## config.mk

```make
export PLATFORM = sky130hd
export DESIGN_NAME = esum_ram
export DESIGN_NICKNAME = d
export VERILOG_FILES = /design/src/design/esum_ram.sv
export SDC_FILE = /design/constraint.sdc
export NUM_CORES = 1
export LEC_CHECK = 0
export ABC_AREA = 1
export BUFFER_PORTS_ARGS = -buffer_cell sky130_fd_sc_hd__buf_2
export CAP_MARGIN = 20
export CORE_MARGIN = 5
export CORE_UTILIZATION = 31
export DETAILED_ROUTE_END_ITERATION = 16
export HOLD_SLACK_MARGIN = 0.03
export PLACE_DENSITY_LB_ADDON = 0.3
export SETUP_SLACK_MARGIN = 0.05
export SLEW_MARGIN = 25
export SYNTH_ARGS = -nofsm -noshare
export SYNTH_HDL_FRONTEND = slang
export SYNTH_SLANG_ARGS = --single-unit
```

## constraint.sdc

```tcl
create_clock -name clk -period 1.7 [get_ports clk]
set_input_delay 0.255 -clock clk [delete_from_list [all_inputs] [get_ports clk]]
set_output_delay 0.255 -clock clk [all_outputs]
set_load 0.005 [all_outputs]
```

## src/design/esum_ram.sv

```systemverilog
// generic single-port-write ram with registered read
module esum_ram #(
  parameter int WIDTH = 8,
  parameter int DEPTH = 16
) (
  input  logic                     clk,
  input  logic                     we,
  input  logic [$clog2(DEPTH)-1:0] waddr,
  input  logic [WIDTH-1:0]         wdata,
  input  logic [$clog2(DEPTH)-1:0] raddr,
  output logic [WIDTH-1:0]         rdata
);
  logic [WIDTH-1:0] mem [DEPTH];

  always_ff @(posedge clk) begin
    if (we) begin
      mem[waddr] <= wdata;
    end
    rdata <= mem[raddr];
  end
endmodule

```

**Yosys cells after proc, flatten, opt, wreduce, memory -nomap -nowiden**

Memory sizes are Yosys's and may differ from the RTL's. A register that Yosys moved wholly into a read port is not among the register bits.
Index checks and enable logic that the tools add are counted.

- Bits in registers: 0
- Bits in latches: 0
- Bits in writable memories: 128
- ROM bits: 0
- Bits of input ports: 18
- Output and inout bits: 8
- Word-level logic and storage cells: 3
- Memories: 1

- Add/sub/neg operators: 0
- Multipliers: 0
- Div/mod/pow operators: 0
- $lt $le $gt $ge: 0
- Equal/unequal tests: 0
- Shift operators: 0
- Mux-type cells: 2
- Bitwise operators: 0
- Reduce and logical (&&, ||, !) cells: 0

Memories:

| name | words | width | read ports | clocked after Yosys merged registers in | wr ports | line | source |
|---|---|---|---|---|---|---|---|
| mem | 16 | 8 | 1 | 1 | 1 | 13 | `logic [WIDTH-1:0] mem [DEPTH];` |

Operators with widths:

| cell | count |
|---|---|
| two-way mux 1 bit | 2 |

**Longest topological paths before layout**

- Depth after elaboration: 2
- Gate-level depth with buffers: 8
- Gate-level depth less buffers: 7

**Worst setup path after synthesis**

OpenSTA, ideal clock, no wires.

- Path type: input to register
- From: in waddr[2]
- To: mem mem[10][0] (enable)
- Library setup time: 0.370 ns
- Arrival: 0.836 ns
- Required time: 1.330 ns
- Path slack: 0.494 ns
- Cell stages on the path: 2
- Buffers on the path: 0
- Cells stage by stage: nand3b_1 nor2_1

RTL lines:

| item | line | source |
|---|---|---|
| from (decl) | 8 | `input logic [$clog2(DEPTH)-1:0] waddr,` |
| to (decl) | 13 |  |

Straight into the memory's write port.

**Worst setup path after layout**

- From: reg rdata[4], read port of mem
- To: out rdata[4]

RTL lines:

| item | line | source |
|---|---|---|
| from (decl) | 11 | `output logic [WIDTH-1:0] rdata` |

No word-level cell between the ends.

==> impl_metrics.csv <==
group,metric,value,unit
setup_path,cp-start-kind,"flip-flop",
min_path,min_path_type,"input pin to flip-flop",
global_route,antenna_found_initial,0,
power,vdd_ir_drop_max,641.1,uV
global_route,grtUsageMet2,21.46,%
sta,worstMarginPinSlew,0.5644,ns
sta,fin_crit_sh,70.47,%
floorplanning,num_rows,49,
finish,final_cell_mix,"173 x nand2_1, 128 x edfxtp_1, 100 x inv_1, 97 x nand3_1, 25 x buf_2",
global_route,grt-busiest-layer,"met2",
synthesis,syn-cell-area,0.005767,mm2
placed_design,numPortBuffers,25,
synthesis,ys_seq_area_share,69.43,%
setup_path,path_cells,"buf_2",
synthesis,yosysWarnings,0,
finish,seqCellArea,0.004004,mm2
power,switchingPower,1.570,mW
sta,relSlewSlack,62.33,%
finish,areaGrowthSynthToFinish,17.05,%
clocking,cts_root_buf,"clkbuf_16",
floorplanning,die_y,146.4,um
finish,nNetsFinal,611,
route,firstDrtPassIters,5,
synthesis,synth_area_leaders,"edfxtp_1 67%, nand2_1 11%, nand3_1 8.4%, inv_1 6.5%, dfxtp_1 2.8%",
finish,final_common_cell,"nand2_1",
setup_path,end_kind,"output port",
placed_design,gp_routability_congestion,0.8951,
power,p_int,5.937,mW
clocking,clk_path_buf_depth,2,
global_route,grt_pass1_wl,21230,um
clocking,cts_hold_buf,0,
global_route,gr-total-overflow,0,
finish,multiInputGateArea,0.001214,mm2
synthesis,avgSynthCellArea,10.47,um2
setup_path,worstPathArrival,0.94,ns
synthesis,syn_nets,569,
power,combPwrFrac,6.2,%
sta,setup_viol,0,
clocking,clkTransAtPathRegs,0.05,ns
sta,finalSetupTns,0,ns
setup_path,slowest_delay,0.39,ns
setup_path,path_class,"flip-flop to output port",
job,drv_cap,0,
clocking,cts_resized,0,
setup_path,cp_max_fo,1,
route,drt_wl_total,13550,um
route,drtIter0Drc,347,
floorplanning,start_util,31.78,%
sta,fmax,0.8347,GHz
synthesis,yosysTopAreaCell,"edfxtp_1",
status,status,"finished clean",
sta,fin_crit,1.198,ns
clocking,cts_tree,"done",
route,wl_per_cell,16.23,um
synthesis,netlist_instances,551,
setup_path,cp.required,1.44,ns
sta,slew_violations,0,
sta,finalClockSkew,0.007558,ns
synthesis,yosysTopAreaCellShare,66.65,%
power,power_frac_clock,43.5,%
global_route,grt_pass1_vias,3867,
finish,final_layout_size_suffix_gt1_share,12.21,%
floorplanning,boundaryPins,26,
route,drc_errors,0,
placed_design,hpwl,8566,um
global_route,grt_max_degree,65,
route,ant_nets,0,
synthesis,ys_seq_elements,136,
floorplanning,die_w,146.4,um
clocking,postCtsSetupBuffers,0,
setup_path,path_buf_inv,1,
route,vias,3801,
synthesis,synth_cell_types,12,
clocking,cts_buffers,17,
clocking,htree_num_levels,4,
sta,finalHoldViolCount,0,
power,seqPwrFrac,50.3,%
floorplanning,core,0.01815,mm2
finish,fillers,1805,
power,leakagePower,2.910,nW
power,cellPowerDensity,1112,mW/mm2
global_route,grt.met3_usage,3.192,%
setup_path,path_delay_family,"flip-flops",
clocking,clk-insertion-delay-late,0.41,ns
global_route,grtUsageTotal,13.16,%
route,routed_via_density,4.552,
sta,grt_setup_unrepaired,"no",
global_route,use_met1,17.06,%
finish,antenna_cells,0,
setup_path,crit_slowest_cell,"dfxtp_1",
floorplanning,dieArea,0.02143,mm2
clocking,clkSinkCount,136,
power,swShare,20.91,%
finish,fin_util,37.20,%
==> stage by stage <==
stage	cells	total power [mW]	worst slack [ns]	hold slack [ns]	cell area, um2
2_1_floorplan	551	4.103	0.4942	0.3539	5767
5_1_grt	835	7.806	0.4743	0.2174	6750
3_3_place_gp	803	4.313	0.2173	0.6304	6215
6_report	835	7.507	0.5020	0.2199	6750
3_5_place_dp	803	4.316	0.2159	0.6397	6215
4_1_cts	835	7.590	0.4914	0.1982	6750
==> registers in the layout, summed over array words and instances (netlist names) <==
register	flops
mem	128
rdata	8
==> area by class of cell <==
cell class / instances / share of cell area, %
Clock buffer: 28 / 7.655
Timing Repair Buffer: 47 / 4.856
Tap cell: 229 / 4.245
Sequential cell: 136 / 59.31
Clock inverter: 4 / 0.2780
Inverter: 102 / 5.672
Multi-Input combinational cell: 289 / 17.98
==> logic make-up (layout without fill, tap and decap cells) <==
family	count (synthesis)	in the layout	share of synthesized area, %
and+or+nand+nor	289	289	21.05
DFF	136	136	69.43
buffers and inverters	126	181	9.525
==> worst register-to-register path, delay by kind of cell (launching register included) <==
kind / cells / cell delay, ns
AND/OR/NAND/NOR: 5 / 0.51
flip-flops: 1 / 0.36
buffers and inverters: 1 / 0.06
==> cell usage after synthesis, drive strengths merged <==
| library cell | n |
|---|---|
| buf | 24 |
| dfxtp | 8 |
| edfxtp | 128 |
| inv | 102 |
| nand2 | 173 |
| nand3 | 97 |
| nand3b | 2 |
| nor2 | 17 |
==> per-layer routing <==
metal | share of wire [%] | wire, um | vias up
met2 | 48 | 6520 | 110
met4 | 1.8 | 248 | 0
met1 | 45 | 6128 | 1818
met5 | 0 | 0 | -
met3 | 4.8 | 651 | 20
li1 | - | - | 1853
==> path summary, 6_finish.rpt <==
kind,slack [ns],cells past startpoint,start,end
worst min-delay path,0.22,3,raddr[3],rdata[7]$_DFF_P_
worst min register to register,0.67,6,mem[10][7]$_DFFE_PP_,rdata[7]$_DFF_P_
worst max-delay path,0.50,1,rdata[4]$_DFF_P_,rdata[4]
worst max register to register,0.66,6,mem[1][7]$_DFFE_PP_,rdata[7]$_DFF_P_
==> power by group through the flow <==
stage / Clock (mW) / Sequential (mW) / Combinational, mW
final: 3.26 / 3.78 / 0.464
after global routing: 3.50 / 3.78 / 0.520
after CTS: 3.34 / 3.78 / 0.471
after detailed placement: 0 / 3.85 / 0.469
after global placement: 0 / 3.85 / 0.465
after floorplan: 0 / 3.84 / 0.264
No activity file was read; power rests on OpenSTA's default activity.
