## src/design/esum_pkg.sv

```systemverilog
// shared types, codes and constants of the encoder speed uniformity monitor
package esum_pkg;

  typedef enum logic [3:0] {
    ST_IDLE, ST_SPD_MUL, ST_SPD_GO, ST_SPD_WAIT, ST_SCAN, ST_DEV_MUL, ST_DEV_SUB,
    ST_DEV_SCL, ST_DEV_GO, ST_DEV_WAIT, ST_MEAN_GO, ST_MEAN_WAIT, ST_WRITE, ST_LOAD
  } state_t;

  localparam logic CMD_CLEAR = 1'b1;

  localparam logic [1:0] REG_WINDOW    = 2'd0;
  localparam logic [1:0] REG_THRESHOLD = 2'd1;
  localparam logic [1:0] REG_REFERENCE = 2'd2;

  localparam logic [1:0] VERDICT_FEW     = 2'd0;
  localparam logic [1:0] VERDICT_SLOW    = 2'd1;
  localparam logic [1:0] VERDICT_UNIFORM = 2'd2;
  localparam logic [1:0] VERDICT_UNEVEN  = 2'd3;

  localparam int COUNT_W = 11;
  localparam int WIN_W   = 9;

  localparam logic [8:0]  WINDOW_RESET    = 9'd40;
  localparam logic [12:0] THRESHOLD_RESET = 13'd200;
  localparam logic [8:0]  WIN_MIN         = 9'd5;
  localparam logic [8:0]  WIN_MAX         = 9'd300;
  localparam logic [31:0] MIN_DT          = 32'd500;
  localparam logic [24:0] SPEED_K         = 25'd29296875;
  localparam logic [13:0] DEV_SCALE       = 14'd10000;
  localparam logic [30:0] REF_MIN         = 31'd100;
  localparam logic [6:0]  MEAN_MIN        = 7'd100;
  localparam logic [63:0] SPEED_LIM       = 64'd1000000000;
  localparam logic [63:0] DEV_LIM         = 64'd1000000;
  localparam logic [3:0]  FEW_SAMPLES     = 4'd5;

  localparam int DIV_MW = 62;
  localparam int DIV_DW = 40;
  localparam int DIV_QW = 64;

  typedef struct packed {
    logic              start;
    logic [DIV_MW-1:0] mag;
    logic [DIV_DW-1:0] den;
  } div_req_t;

  typedef struct packed {
    logic              busy;
    logic              done;
    logic [DIV_QW-1:0] quo;
  } div_rsp_t;

endpackage

```

## src/design/esum_div.sv

```systemverilog
// shared restoring divider giving round-half-away quotient of mag / den
module esum_div (
  input  logic               clk,
  input  logic               rst,
  input  esum_pkg::div_req_t req,
  output esum_pkg::div_rsp_t rsp
);
  localparam int QW = esum_pkg::DIV_QW;
  localparam int DW = esum_pkg::DIV_DW;
  localparam int CW = $clog2(QW + 1);

  logic [QW-1:0] num;
  logic [QW-1:0] quo;
  logic [DW:0]   den2;
  logic [DW:0]   rem;
  logic [CW-1:0] cnt;
  logic          busy;
  logic          done;
  logic [DW+1:0] rem_sh;
  logic          fits;

  assign rem_sh = {rem, num[QW-1]};
  assign fits   = rem_sh >= {1'b0, den2};

  always_ff @(posedge clk) begin
    if (rst) begin
      busy <= 1'b0;
      done <= 1'b0;
      cnt  <= '0;
    end else begin
      done <= 1'b0;
      if (req.start && !busy) begin
        // numerator 2*mag + den, divisor 2*den
        num  <= {1'b0, req.mag, 1'b0} + QW'(req.den);
        den2 <= {req.den, 1'b0};
        rem  <= '0;
        cnt  <= CW'(QW);
        busy <= 1'b1;
      end else if (busy) begin
        num <= {num[QW-2:0], 1'b0};
        quo <= {quo[QW-2:0], fits};
        rem <= fits ? rem_sh[DW:0] - den2 : rem_sh[DW:0];
        cnt <= cnt - 1'b1;
        if (cnt == CW'(1)) begin
          busy <= 1'b0;
          done <= 1'b1;
        end
      end
    end
  end

  assign rsp.busy = busy;
  assign rsp.done = done;
  assign rsp.quo  = quo;
endmodule

```

## config.mk

```make
export PLATFORM = sky130hd
export DESIGN_NAME = esum_div
export DESIGN_NICKNAME = d
export VERILOG_FILES = /design/src/design/esum_pkg.sv /design/src/design/esum_div.sv
export SDC_FILE = /design/constraint.sdc
export NUM_CORES = 1
export LEC_CHECK = 0
export BUFFER_PORTS_ARGS = -buffer_cell sky130_fd_sc_hd__buf_2
export CAP_MARGIN = 10
export CELL_PAD_IN_SITES_DETAIL_PLACEMENT = 0
export CELL_PAD_IN_SITES_GLOBAL_PLACEMENT = 1
export CORE_MARGIN = 4
export CORE_UTILIZATION = 50
export DETAILED_ROUTE_END_ITERATION = 10
export PLACE_DENSITY_LB_ADDON = 0.25
export SYNTH_ARGS = -nofsm -noshare
export SYNTH_HDL_FRONTEND = slang
export SYNTH_SLANG_ARGS = --single-unit
```

## constraint.sdc

```tcl
create_clock -name clk -period 11.2 [get_ports clk]
set_input_delay 3.36 -clock clk [delete_from_list [all_inputs] [get_ports clk]]
set_output_delay 3.36 -clock clk [all_outputs]
set_load 0.03 [all_outputs]
```

# ---- After elaboration in Yosys (flattened, before gate mapping)
# Cells that the tools add are included.
dict set report totals {
  out_inout_bits 66
  in_bits 105
  elab_cells 34
  ff_bits 218
}
dict set report op_classes {
  n_eq_ne 1
  reduce_logical 8
  n_addsub 3
  magnitude_cmp 1
  n_bitwise 3
  mux 10
}
# operator n
set op_table {}
lappend op_table {{64-bit two-way mux} 2}
lappend op_table {{41-bit two-way mux} 2}
lappend op_table {{63-bit by 40-bit adder with 64-bit output} 1}
lappend op_table {{42-bit by 41-bit >= comparator with 1-bit output} 1}
lappend op_table {{41-bit subtractor} 1}
lappend op_table {{7-bit two-way mux} 2}
lappend op_table {{7-bit by 1-bit == test with 1-bit output (second input constant)} 1}
lappend op_table {{7-bit by 1-bit subtractor with 7-bit output (second input constant)} 1}
lappend op_table {{1-bit two-way mux} 4}
lappend op_table {{2-bit AND reduction} 2}
lappend op_table {{1-bit NOT} 3}
lappend op_table {{3-bit AND reduction} 1}
lappend op_table {{3-bit OR reduction} 1}
lappend op_table {{2-bit nonzero test} 1}
lappend op_table {{2-bit OR reduction} 1}
lappend op_table {{1-bit logical AND} 1}
lappend op_table {{1-bit zero test} 1}

# ---- Depth between registers and ports, before layout
# Gate-level depths: netlist (run 1).
dict set report logic_depth {
  word_depth 4
  depth_mapped 13
  ltp_nobuf 12
}

# ---- Least setup slack after synthesis (run 1)
# OpenSTA, ideal clock, no wires.
dict set report synth_timing {
  path_kind {in2reg}
  startpoint {input port req[102] (netlist name)}
  endpoint {register num[0], enable pin}
  required_ns 10.630
  arrival_time_ns 7.782
  n_path_buf 0
  stages 2
  slack_ns 2.849
  setup_time_ns 0.570
  path_cell_list {nor2_1 nor2_1}
}
dict set report synth_via {
  elab_chain_cells 3
}
# item line_no
set synth_rtl {}
lappend synth_rtl {{from (decl)} esum_div.sv:5} ;# input esum_pkg::div_req_t req,
lappend synth_rtl {{1-bit logical AND} esum_div.sv:32} ;# if (req.start && !busy) begin
lappend synth_rtl {{2-bit nonzero test (no source line)} n/a}
lappend synth_rtl {{2-bit AND reduction (no source line)} n/a}
lappend synth_rtl {{to (signal assigned)} esum_div.sv:34} ;# num <= {1'b0, req.mag, 1'b0} + QW'(req.den);
lappend synth_rtl {{to (signal assigned)} esum_div.sv:40} ;# num <= {num[QW-2:0], 1'b0};
lappend synth_rtl {{to (decl)} esum_div.sv:12} ;# logic [QW-1:0] num;
# Every way passes these cells.
# A chain may end at the register's enable or synchronous reset.

# ---- Final worst setup path (run 1)
dict set report layout_timing {
  startpoint {input port req[1] (netlist name)}
  endpoint {register num[49] (data pin)}
}
dict set report layout_via {
  elab_chain_cells 2
}
# item line_no
set layout_rtl {}
lappend layout_rtl {{63-bit by 40-bit adder with 64-bit output} esum_div.sv:34}
lappend layout_rtl {{64-bit two-way mux} esum_div.sv:32}
# Every way passes these cells.

==> results_dict.tcl, run 1 <==
set metrics [dict create \
    std_cell_rows 58 \
    power.density_nw_per_um2 162 \
    gr-total-overflow 0 \
    syn_area_um2 13100 \
    die-area_um2 28800 \
    ant_nets 0 \
    cts.htree.levels 1 \
    ys_ff_latch 218 \
    die_w_um 170 \
    cts_buffers 25 \
    seq_power_share_pct 41.0 \
    nets 1586 \
    worst_clock_skew_ps 11.7 \
    final_hold_viol_count 0 \
    pwr-share-comb_pct 23.2 \
    clockRootBuffer "clkbuf_16" \
    worstPathRequired_ps 11460 \
    synth_largest_area_cell "edfxtp_1" \
    cts_hold_buf 0 \
    tns_ps 0 \
    min_period_ps 6220 \
    slew_violations 0 \
    drt_iter0_markers 659 \
    cts_num_sinks 218 \
    initial_utilization_pct 51.4 \
    yosys_warnings 0 \
    p_switching_mw 0.693 \
    p_int_mw 1.75 \
    synthTopCellsByCount "209 x edfxtp_1, 138 x nand2_1, 87 x nor2_1, 82 x a21oi_1, 81 x ha_1" \
    fp.dieH_um 170 \
    tritoncts "done" \
    remaining_drc_errors 0 \
    peakVddDrop_mv 0.123 \
    clock_path_buffers 3 \
    reg2reg_slack_ps 7500 \
    finalPower_mw 2.44 \
    crit_fanout 11 \
    cp_num_buf_inv 3 \
    worstSetupEndpointType "register" \
    gp_congestion 0.896 \
    via_per_inst 5.58 \
    netSwitchingFraction_pct 28.4 \
    slew_headroom_pct 36.6 \
    synth-edff-count 209 \
    grt_pass1_vias 9297 \
    p_leak_nw 6.11 \
    wl_per_cell_um 17.6 \
    antennaDiodeCount 0 \
    yosysMostFrequentCell "edfxtp_1" \
    yosysTopAreaCellShare_pct 48.1 \
    grt_usage_pct 20.7 \
    fp.coreArea_um2 25400 \
    grt_max_degree 96 \
    post-cts-setup-buffers 0 \
    crit_chain "buf_2 > ha_1 > inv_1 > fa_1 > nand2b_1 > a21oi_1 > o21ai_1 > o22ai_1 > a311oi_1 > buf_4 > o31a_1 > nor3_1 > mux2i_1 > nand2_1" \
    avgSynthCellArea_um2 10.5 \
    fmax_mhz 161 \
    place_hpwl_um 22700 \
    tightest_slew_ps 943 \
    status "finished clean" \
    synthCells 1249 \
    drt_pass1_iterations 6 \
    grt_pass1_wl_um 48900 \
    io_pins 171 \
    grt_setup_unrepaired "no" \
    synth_flop_cell "edfxtp_1" \
    area_growth_pct 15.0 \
    path_delay_family "compound AO/OA/AOI/OAI gates" \
    setup_violations 0 \
    p_clk_share_pct 35.8 \
    timing.final.crit_share_pct 55.5 \
    arrival_ps 6480 \
    max_stage_delay_ps 450 \
    synth_fp_nets 1437 \
    min-delay-path-class "register to register" \
    route.vias.total 9737 \
    ys_seq_area_share_pct 49.5 \
    cap_violations 0 \
    crit_type "primary input to register" \
    start_kind "primary input" \
    io_buffers 170 \
    async_flop_share_pct 0 \
    postCtsResizedCells 0 \
    drive_gt1_share_pct 17.5 \
    crit_slowest_cell "o31a_1" \
    clkLatencyLatePin_ps 510 \
    path_clk_slew_ps 60 \
    wirelength_um 30800 \
    ys_top_cells_by_area "edfxtp_1 48%, ha_1 7.8%, nand2_1 4.0%, xnor2_1 3.8%, a21oi_1 3.1%" \
    antenna_found_initial 0 \
    yosysUniqueCellTypes 76 \
]
-- registers in the layout, summed over array words and instances (netlist names) --
register	cells
quo	64
done	1
busy	1
den2	40
rem	41
cnt	7
num	64
-- through the flow --
stage               area, um2  setup WS (ps)  utilization [%]  std cells  hold WS [ps]
global placement        14100           4560             55.7       1701           424
CTS                     15000           4990             59.1       1745           444
floorplan               13100           2850                -       1249           443
global route            15000           4770             59.1       1745           453
finish                  15000           4980             59.1       1745           442
detailed placement      14100           4460             55.7       1701           426
-- cell families (layout without fill, tap and decap cells) --
family	Yosys count	count (layout)	synth area share, %
xor gates and xnor gates	95	95	6.37
adders and majority gates	83	83	8.07
muxes	28	28	2.15
DFF	218	218	49.5
and+or+nand+nor	377	377	13.7
AOI/OAI and AO/OA	329	329	16.2
buffers and inverters	119	285	4.04
-- area by class of cell --
class	instances	area (um2)
sequential	218	6460
clock buffer	27	633
clock inverter	17	245
fill	2222	10400
timing repair buffer	179	918
tap	330	413
inverter	62	233
multi-input combinational	912	6120
-- layer usage --
layer  vias up  global-route usage (%)  routed length [um]
met1      4537                    30.8               14500
met5         -                       0                   0
met2       265                    32.8               14000
li1       4904                       -                   -
met3        31                    3.19                1880
met4         0                    3.78                 453
-- path summary, 6_finish.rpt --
path	start	endpoint	depth (start not counted)
setup / recovery	req[1]	num[49]	14
hold / removal	quo[7]	quo[8]	0
setup reg to reg	den2[1]	rem[27]	11
hold reg to reg	quo[7]	quo[8]	0
-- worst reg2reg max path, stage by stage (launching register included) --
cell	delay [ps]
edfxtp_1	440
ha_1	260
fa_1	410
nor2b_1	160
o31a_1	230
nor3_1	70
o31ai_1	810
a31oi_1	250
o21bai_1	330
a31oi_1	160
xnor2_1	230
a211oi_2	100
-- power by group through the flow --
stage	logic, mW	registers [mW]	clock network (mW)
5_1_grt	0.630	1.01	0.933
3_5_place_dp	0.562	1.02	0
2_1_floorplan	0.427	1.02	0
4_1_cts	0.566	1.00	0.895
6_report	0.565	1.00	0.874
3_3_place_gp	0.558	1.01	0
-- layout by cell type, fill, tap and decap left out, types with 44 or more instances in the layout --
cell type	instances
inv_1	61
xnor2_1	57
a21oi_1	82
buf_2	170
o21ai_1	56
nor2_1	85
ha_1	81
nand2_1	138
edfxtp_1	209
o21ai_0	44
No activity file was read; power rests on OpenSTA's default activity.
==> run 2: changes to the inputs <==
--- a/config.mk
+++ b/config.mk
@@ -10,7 +10,7 @@
 export CELL_PAD_IN_SITES_DETAIL_PLACEMENT = 0
 export CELL_PAD_IN_SITES_GLOBAL_PLACEMENT = 1
 export CORE_MARGIN = 4
-export CORE_UTILIZATION = 50
+export CORE_UTILIZATION = 46
 export DETAILED_ROUTE_END_ITERATION = 10
 export PLACE_DENSITY_LB_ADDON = 0.25
 export SYNTH_ARGS = -nofsm -noshare
==> constraint.sdc (replaced) <==
create_clock -name clk -period 6.5 [get_ports clk]
set_input_delay 1.95 -clock clk [delete_from_list [all_inputs] [get_ports clk]]
set_output_delay 1.95 -clock clk [all_outputs]
set_load 0.03 [all_outputs]
==> results_dict.tcl, run 2 (synthesized netlist as in run 1, its figures left out) <==
set metrics [dict create \
    grt_setup_unrepaired "no" \
    rr_worst_depth 10 \
    final_hold_viol_count 0 \
    tns_ps 0 \
    cts_hold_buf 0 \
    worst_clock_skew_ps 11.7 \
    tritoncts "done" \
    antennaDiodeCount 0 \
    pwr-share-comb_pct 23.5 \
    worstPathRequired_ps 6750 \
    seq_power_share_pct 41.6 \
    antenna_found_initial 0 \
    path_clk_slew_ps 60 \
    p_leak_nw 6.08 \
    grt_pass1_vias 9540 \
    mostFrequentLayoutCell "edfxtp_1" \
    fmax_mhz 207 \
    io_pins 171 \
    ant_nets 0 \
    clock_path_buffers 3 \
    cts_num_sinks 218 \
    grt_pass1_wl_um 49500 \
    worstSetupEndpointType "register" \
    cts.htree.levels 1 \
    tightest_slew_ps 897 \
    hold_path_depth 0 \
    fp.coreArea_um2 27900 \
    netSwitchingFraction_pct 29.1 \
    fp.dieH_um 176 \
    drive_gt1_share_pct 17.3 \
    placedCellCount 1747 \
    die-area_um2 31100 \
    slew_headroom_pct 39.7 \
    max_stage_delay_ps 450 \
    slew_violations 0 \
    fill_cells 2486 \
    reg2reg_slack_ps 2340 \
    p_clk_share_pct 34.9 \
    crit_slowest_cell "o31a_1" \
    p_switching_mw 1.20 \
    timing.final.crit_share_pct 74.5 \
    worst_hold_path.endpoint "quo[15]" \
    regArea_um2 6460 \
    gp_congestion 0.870 \
    biggestRegsByFlops "num x64, quo x64, rem x41" \
    wirelength_um 30700 \
    area_growth_pct 15.2 \
    postCtsResizedCells 0 \
    p_int_mw 2.93 \
    post-cts-setup-buffers 0 \
    crit_type "primary input to register" \
    arrival_ps 5100 \
    crit_chain "buf_2 > ha_1 > inv_1 > fa_1 > nand2b_1 > a21oi_1 > o21ai_1 > o22ai_1 > a311oi_1 > buf_4 > o31a_1 > nor3_1 > mux2i_1 > nand2_1" \
    final_cell_count_no_fill 1792 \
    place_hpwl_um 22700 \
    grt_max_degree 106 \
    gr-total-overflow 0 \
    power.density_nw_per_um2 275 \
    status "finished clean" \
    route.vias.total 9664 \
    nets 1584 \
    grt_usage_pct 19.4 \
    min-delay-path-class "register to register" \
    peakVddDrop_mv 0.169 \
    clockRootBuffer "clkbuf_16" \
    setup_violations 0 \
    start_kind "primary input" \
    via_per_inst 5.39 \
    cts_buffers 25 \
    multi_input_area_um2 6120 \
    std_cell_rows 61 \
    die_w_um 176 \
    r2r_start "rem[11]" \
    io_buffers 170 \
    drt_pass1_iterations 5 \
    min_period_ps 4840 \
    final_cell_mix "209 x edfxtp_1, 170 x buf_2, 138 x nand2_1" \
    min-delay-start "quo[14]" \
    remaining_drc_errors 0 \
    drt_iter0_markers 658 \
    clkLatencyLatePin_ps 520 \
    cap_violations 0 \
    finalPower_mw 4.13 \
    crit_fanout 11 \
    initial_utilization_pct 46.9 \
    r2r_end "rem[19]" \
    wl_per_cell_um 17.1 \
]
-- run 2: cell count changes in the layout (fill, tap and decap cells not counted), sizes merged --
cell / previous run / this run
clkbuf: 27 / 25
clkinvlp: 1 / 2
clkinv: 10 / 12
inv: 62 / 64
bufinv: 6 / 4
buf: 179 / 177
-- run 2: per-layer routing --
layer | global-route usage, % | up-vias | wire length, um | share of wire (%)
li1 | - | 4893 | - | -
met1 | 29.1 | 4517 | 15000 | 49
met2 | 30.1 | 203 | 13500 | 44
met3 | 2.27 | 51 | 1380 | 4.5
met4 | 5.35 | 0 | 787 | 2.6
met5 | 0 | - | 0 | 0
-- run 2: worst max-delay path by stage --
stage	slack, ps	end	from	cells after the start
2_1_floorplan	1190	quo[0]	rst	1
3_3_place_gp	1200	num[49]	req[1]	14
3_5_place_dp	1110	num[49]	req[1]	14
4_1_cts	1660	num[49]	req[1]	14
5_1_grt	1290	num[49]	req[1]	14
6_report	1660	num[49]	req[1]	14
-- run 2: final cells by class --
| class | count | share of cell area [%] |
|---|---|---|
| sequential | 218 | 42.9 |
| timing repair buffer | 177 | 6.09 |
| clock buffer | 25 | 4.16 |
| clock inverter | 20 | 1.42 |
| multi-input combinational | 912 | 40.7 |
| inverter | 62 | 1.55 |
| tap | 378 | 3.15 |
-- run 2: critical path, delay by kind of cell --
family / cells / cell delay [ps]
fa+ha+maj: 2 / 650
mux: 1 / 220
compound gates: 5 / 1250
simple gates: 3 / 670
buf+inv: 3 / 340
-- run 2: power by group through the flow --
| stage | clock network [mW] | logic (mW) | registers [mW] |
|---|---|---|---|
| 4_1_cts | 1.48 | 0.976 | 1.72 |
| 6_report | 1.44 | 0.973 | 1.72 |
| 3_5_place_dp | 0 | 0.972 | 1.75 |
| 5_1_grt | 1.54 | 1.09 | 1.73 |
| 2_1_floorplan | 0 | 0.736 | 1.76 |
| 3_3_place_gp | 0 | 0.965 | 1.75 |
-- run 2: per-stage QoR --
stage | cell area [um2] | setup slack (ps) | util (%) | hold WS, ps
2_1_floorplan | 13100 | 1190 | - | 443
3_3_place_gp | 14200 | 1200 | 51.0 | 426
3_5_place_dp | 14200 | 1110 | 51.0 | 429
4_1_cts | 15000 | 1660 | 54.0 | 443
5_1_grt | 15000 | 1290 | 54.0 | 450
6_report | 15000 | 1660 | 54.0 | 441
==> run 3: changes to the inputs <==
--- a/config.mk
+++ b/config.mk
@@ -5,12 +5,13 @@
 export SDC_FILE = /design/constraint.sdc
 export NUM_CORES = 1
 export LEC_CHECK = 0
+export ABC_AREA = 1
 export BUFFER_PORTS_ARGS = -buffer_cell sky130_fd_sc_hd__buf_2
 export CAP_MARGIN = 10
 export CELL_PAD_IN_SITES_DETAIL_PLACEMENT = 0
 export CELL_PAD_IN_SITES_GLOBAL_PLACEMENT = 1
 export CORE_MARGIN = 4
-export CORE_UTILIZATION = 46
+export CORE_UTILIZATION = 39
 export DETAILED_ROUTE_END_ITERATION = 10
 export PLACE_DENSITY_LB_ADDON = 0.25
 export SYNTH_ARGS = -nofsm -noshare
==> constraint.sdc (replaced) <==
create_clock -name clk -period 4.1 [get_ports clk]
set_input_delay 1.23 -clock clk [delete_from_list [all_inputs] [get_ports clk]]
set_output_delay 1.23 -clock clk [all_outputs]
set_load 0.03 [all_outputs]
==> results_dict.tcl, run 3 <==
set metrics [dict create \
    r2r_end "rem[17]" \
    tightest_slew_ps 800 \
    drive_gt1_share_pct 10.5 \
    grt_pass1_wl_um 80500 \
    tns_ps 0 \
    min-delay-path-class "register to register" \
    synthCells 2249 \
    setup_violations 0 \
    tritoncts "done" \
    synth_flop_cell "edfxtp_1" \
    min_period_ps 3140 \
    fmax_mhz 319 \
    yosysMostFrequentCell "nand2_1" \
    via_per_inst 4.84 \
    synth-edff-count 209 \
    final_cell_mix "812 x nand2_1, 424 x inv_1, 252 x nor2_1" \
    cts_hold_buf 0 \
    area_growth_pct 15.3 \
    drt_iter0_markers 897 \
    die-area_um2 43700 \
    start_kind "primary input" \
    yosysUniqueCellTypes 41 \
    synth_largest_area_cell "edfxtp_1" \
    remaining_drc_errors 0 \
    worst_clock_skew_ps 10.2 \
    cts.htree.levels 1 \
    synthTopCellsByCount "812 x nand2_1, 425 x inv_1, 255 x nor2_1, 209 x edfxtp_1, 141 x nand3_1" \
    nets 2619 \
    reg2reg_slack_ps 1200 \
    ant_nets 0 \
    yosysTopAreaCellShare_pct 39.8 \
    arrival_ps 3460 \
    io_pins 171 \
    yosys_warnings 0 \
    std_cell_rows 73 \
    status "finished clean" \
    synth_fp_nets 2437 \
    ys_top_cells_by_area "edfxtp_1 40%, nand2_1 19%, inv_1 10%, ha_1 6.4%, nor2_1 6.1%" \
    gp_congestion 0.975 \
    gr-total-overflow 0 \
    post-cts-setup-buffers 0 \
    clock_path_buffers 3 \
    wl_per_cell_um 17.4 \
    finalPower_mw 6.96 \
    biggestRegsByFlops "num x64, quo x64, rem x41" \
    syn_area_um2 15800 \
    slew_violations 0 \
    ys_seq_area_share_pct 41.0 \
    fp.dieH_um 209 \
    cts_buffers 28 \
    worst_hold_path.endpoint "quo[23]" \
    place_hpwl_um 42500 \
    path_clk_slew_ps 60 \
    postCtsResizedCells 0 \
    peakVddDrop_mv 0.300 \
    mostFrequentLayoutCell "nand2_1" \
    timing.final.crit_share_pct 76.6 \
    clkLatencyLatePin_ps 560 \
    p_leak_nw 9.28 \
    rr_worst_depth 13 \
    ys_ff_latch 218 \
    avgSynthCellArea_um2 7.01 \
    initial_utilization_pct 39.6 \
    crit_fanout 5 \
    fp.coreArea_um2 39800 \
    cap_violations 0 \
    slew_headroom_pct 46.5 \
    grt_setup_unrepaired "no" \
    route.vias.total 14456 \
    cts_num_sinks 218 \
    die_w_um 209 \
    wirelength_um 52100 \
    crit_type "primary input to register" \
    io_buffers 170 \
    final_hold_viol_count 0 \
    worstSetupEndpointType "register" \
    clockRootBuffer "clkbuf_16" \
    power.density_nw_per_um2 383 \
    grt_usage_pct 23.3 \
    grt_max_degree 65 \
    grt_pass1_vias 14396 \
    worstPathRequired_ps 4420 \
    drt_pass1_iterations 7 \
    async_flop_share_pct 0 \
    min-delay-start "quo[22]" \
    r2r_start "den2[9]" \
    antenna_found_initial 6 \
    hold_path_depth 0 \
]
==> run 3: changes by cell type after synthesis, moves of 28 or more <==
cell	delta
a21o_1	-36
inv_1	+364
mux2i_1	-28
nand2_1	+674
nand3_1	+115
nor2_1	+168
o21ai_1	-43
xnor2_1	-35
==> run 3: layout make-up <==
type	count	area (um2)
flip-flops and latches	218	6460
diodes	6	15.0
multi-input cells	1571	7540
repair buffers	180	963
inverters	432	1630
clock inverters	22	185
well taps	525	657
clock buffers	30	729
fillers	4230	21600
==> run 3: kinds of logic (layout without fill, tap and decap cells) <==
family                     Yosys count  count (layout)  synth area share (%)
other                                0               6                     0
and+or+nand+nor                   1292            1292                  33.4
AOI/OAI and AO/OA                  152             152                  5.12
buffers and inverters              460             664                  11.4
DFF                                218             218                  41.0
xor gates and xnor gates            44              44                  2.45
adders and majority gates           83              83                  6.69
==> run 3: worst max-delay path by stage <==
| stage | cells past startpoint | slack, ps | to | start |
|---|---|---|---|---|
| 2_1_floorplan | 6 | 600 | den2[10] | req[102] |
| 3_3_place_gp | 16 | 360 | num[33] | req[1] |
| 3_5_place_dp | 13 | 380 | num[62] | req[26] |
| 4_1_cts | 13 | 980 | num[62] | req[26] |
| 5_1_grt | 16 | 760 | num[33] | req[1] |
| 6_report | 16 | 960 | num[33] | req[1] |
==> run 3: power by group <==
group	internal (mW)	switching (mW)
logic	0.568	1.23
registers	2.65	0.0689
clock network	1.42	1.02
total	4.64	2.32
==> run 3: metal layers <==
metal | track usage, % | share of wire (%) | up-vias
met3 | 2.66 | 4.2 | 125
met4 | 9.99 | 4.7 | 0
met2 | 39.9 | 47 | 371
met1 | 29.9 | 44 | 6543
met5 | 0 | 0 | -
li1 | - | - | 7417
==> run 3: metrics by stage <==
step	cell area, um2	hold WS [ps]	utilization (%)	setup slack [ps]	std cells
after global placement	17200	425	43.3	357	2926
after floorplan	15800	454	-	603	2249
after global routing	18200	455	45.6	756	2984
final	18200	440	45.6	961	2984
after CTS	18200	445	45.6	980	2978
after detailed placement	17200	430	43.3	380	2926
==> run 3: critical path, stage by stage <==
cell     delay [ps]
buf_2           100
ha_1            240
inv_1            70
fa_1            360
inv_1           140
nand3_1          80
nand3_1         200
nand2_1          80
nand2_1         160
nand2_1          70
nand2_1         170
nand3_1         240
nand2_1         130
nand2_1          50
nand3_1          60
nand2_1          60
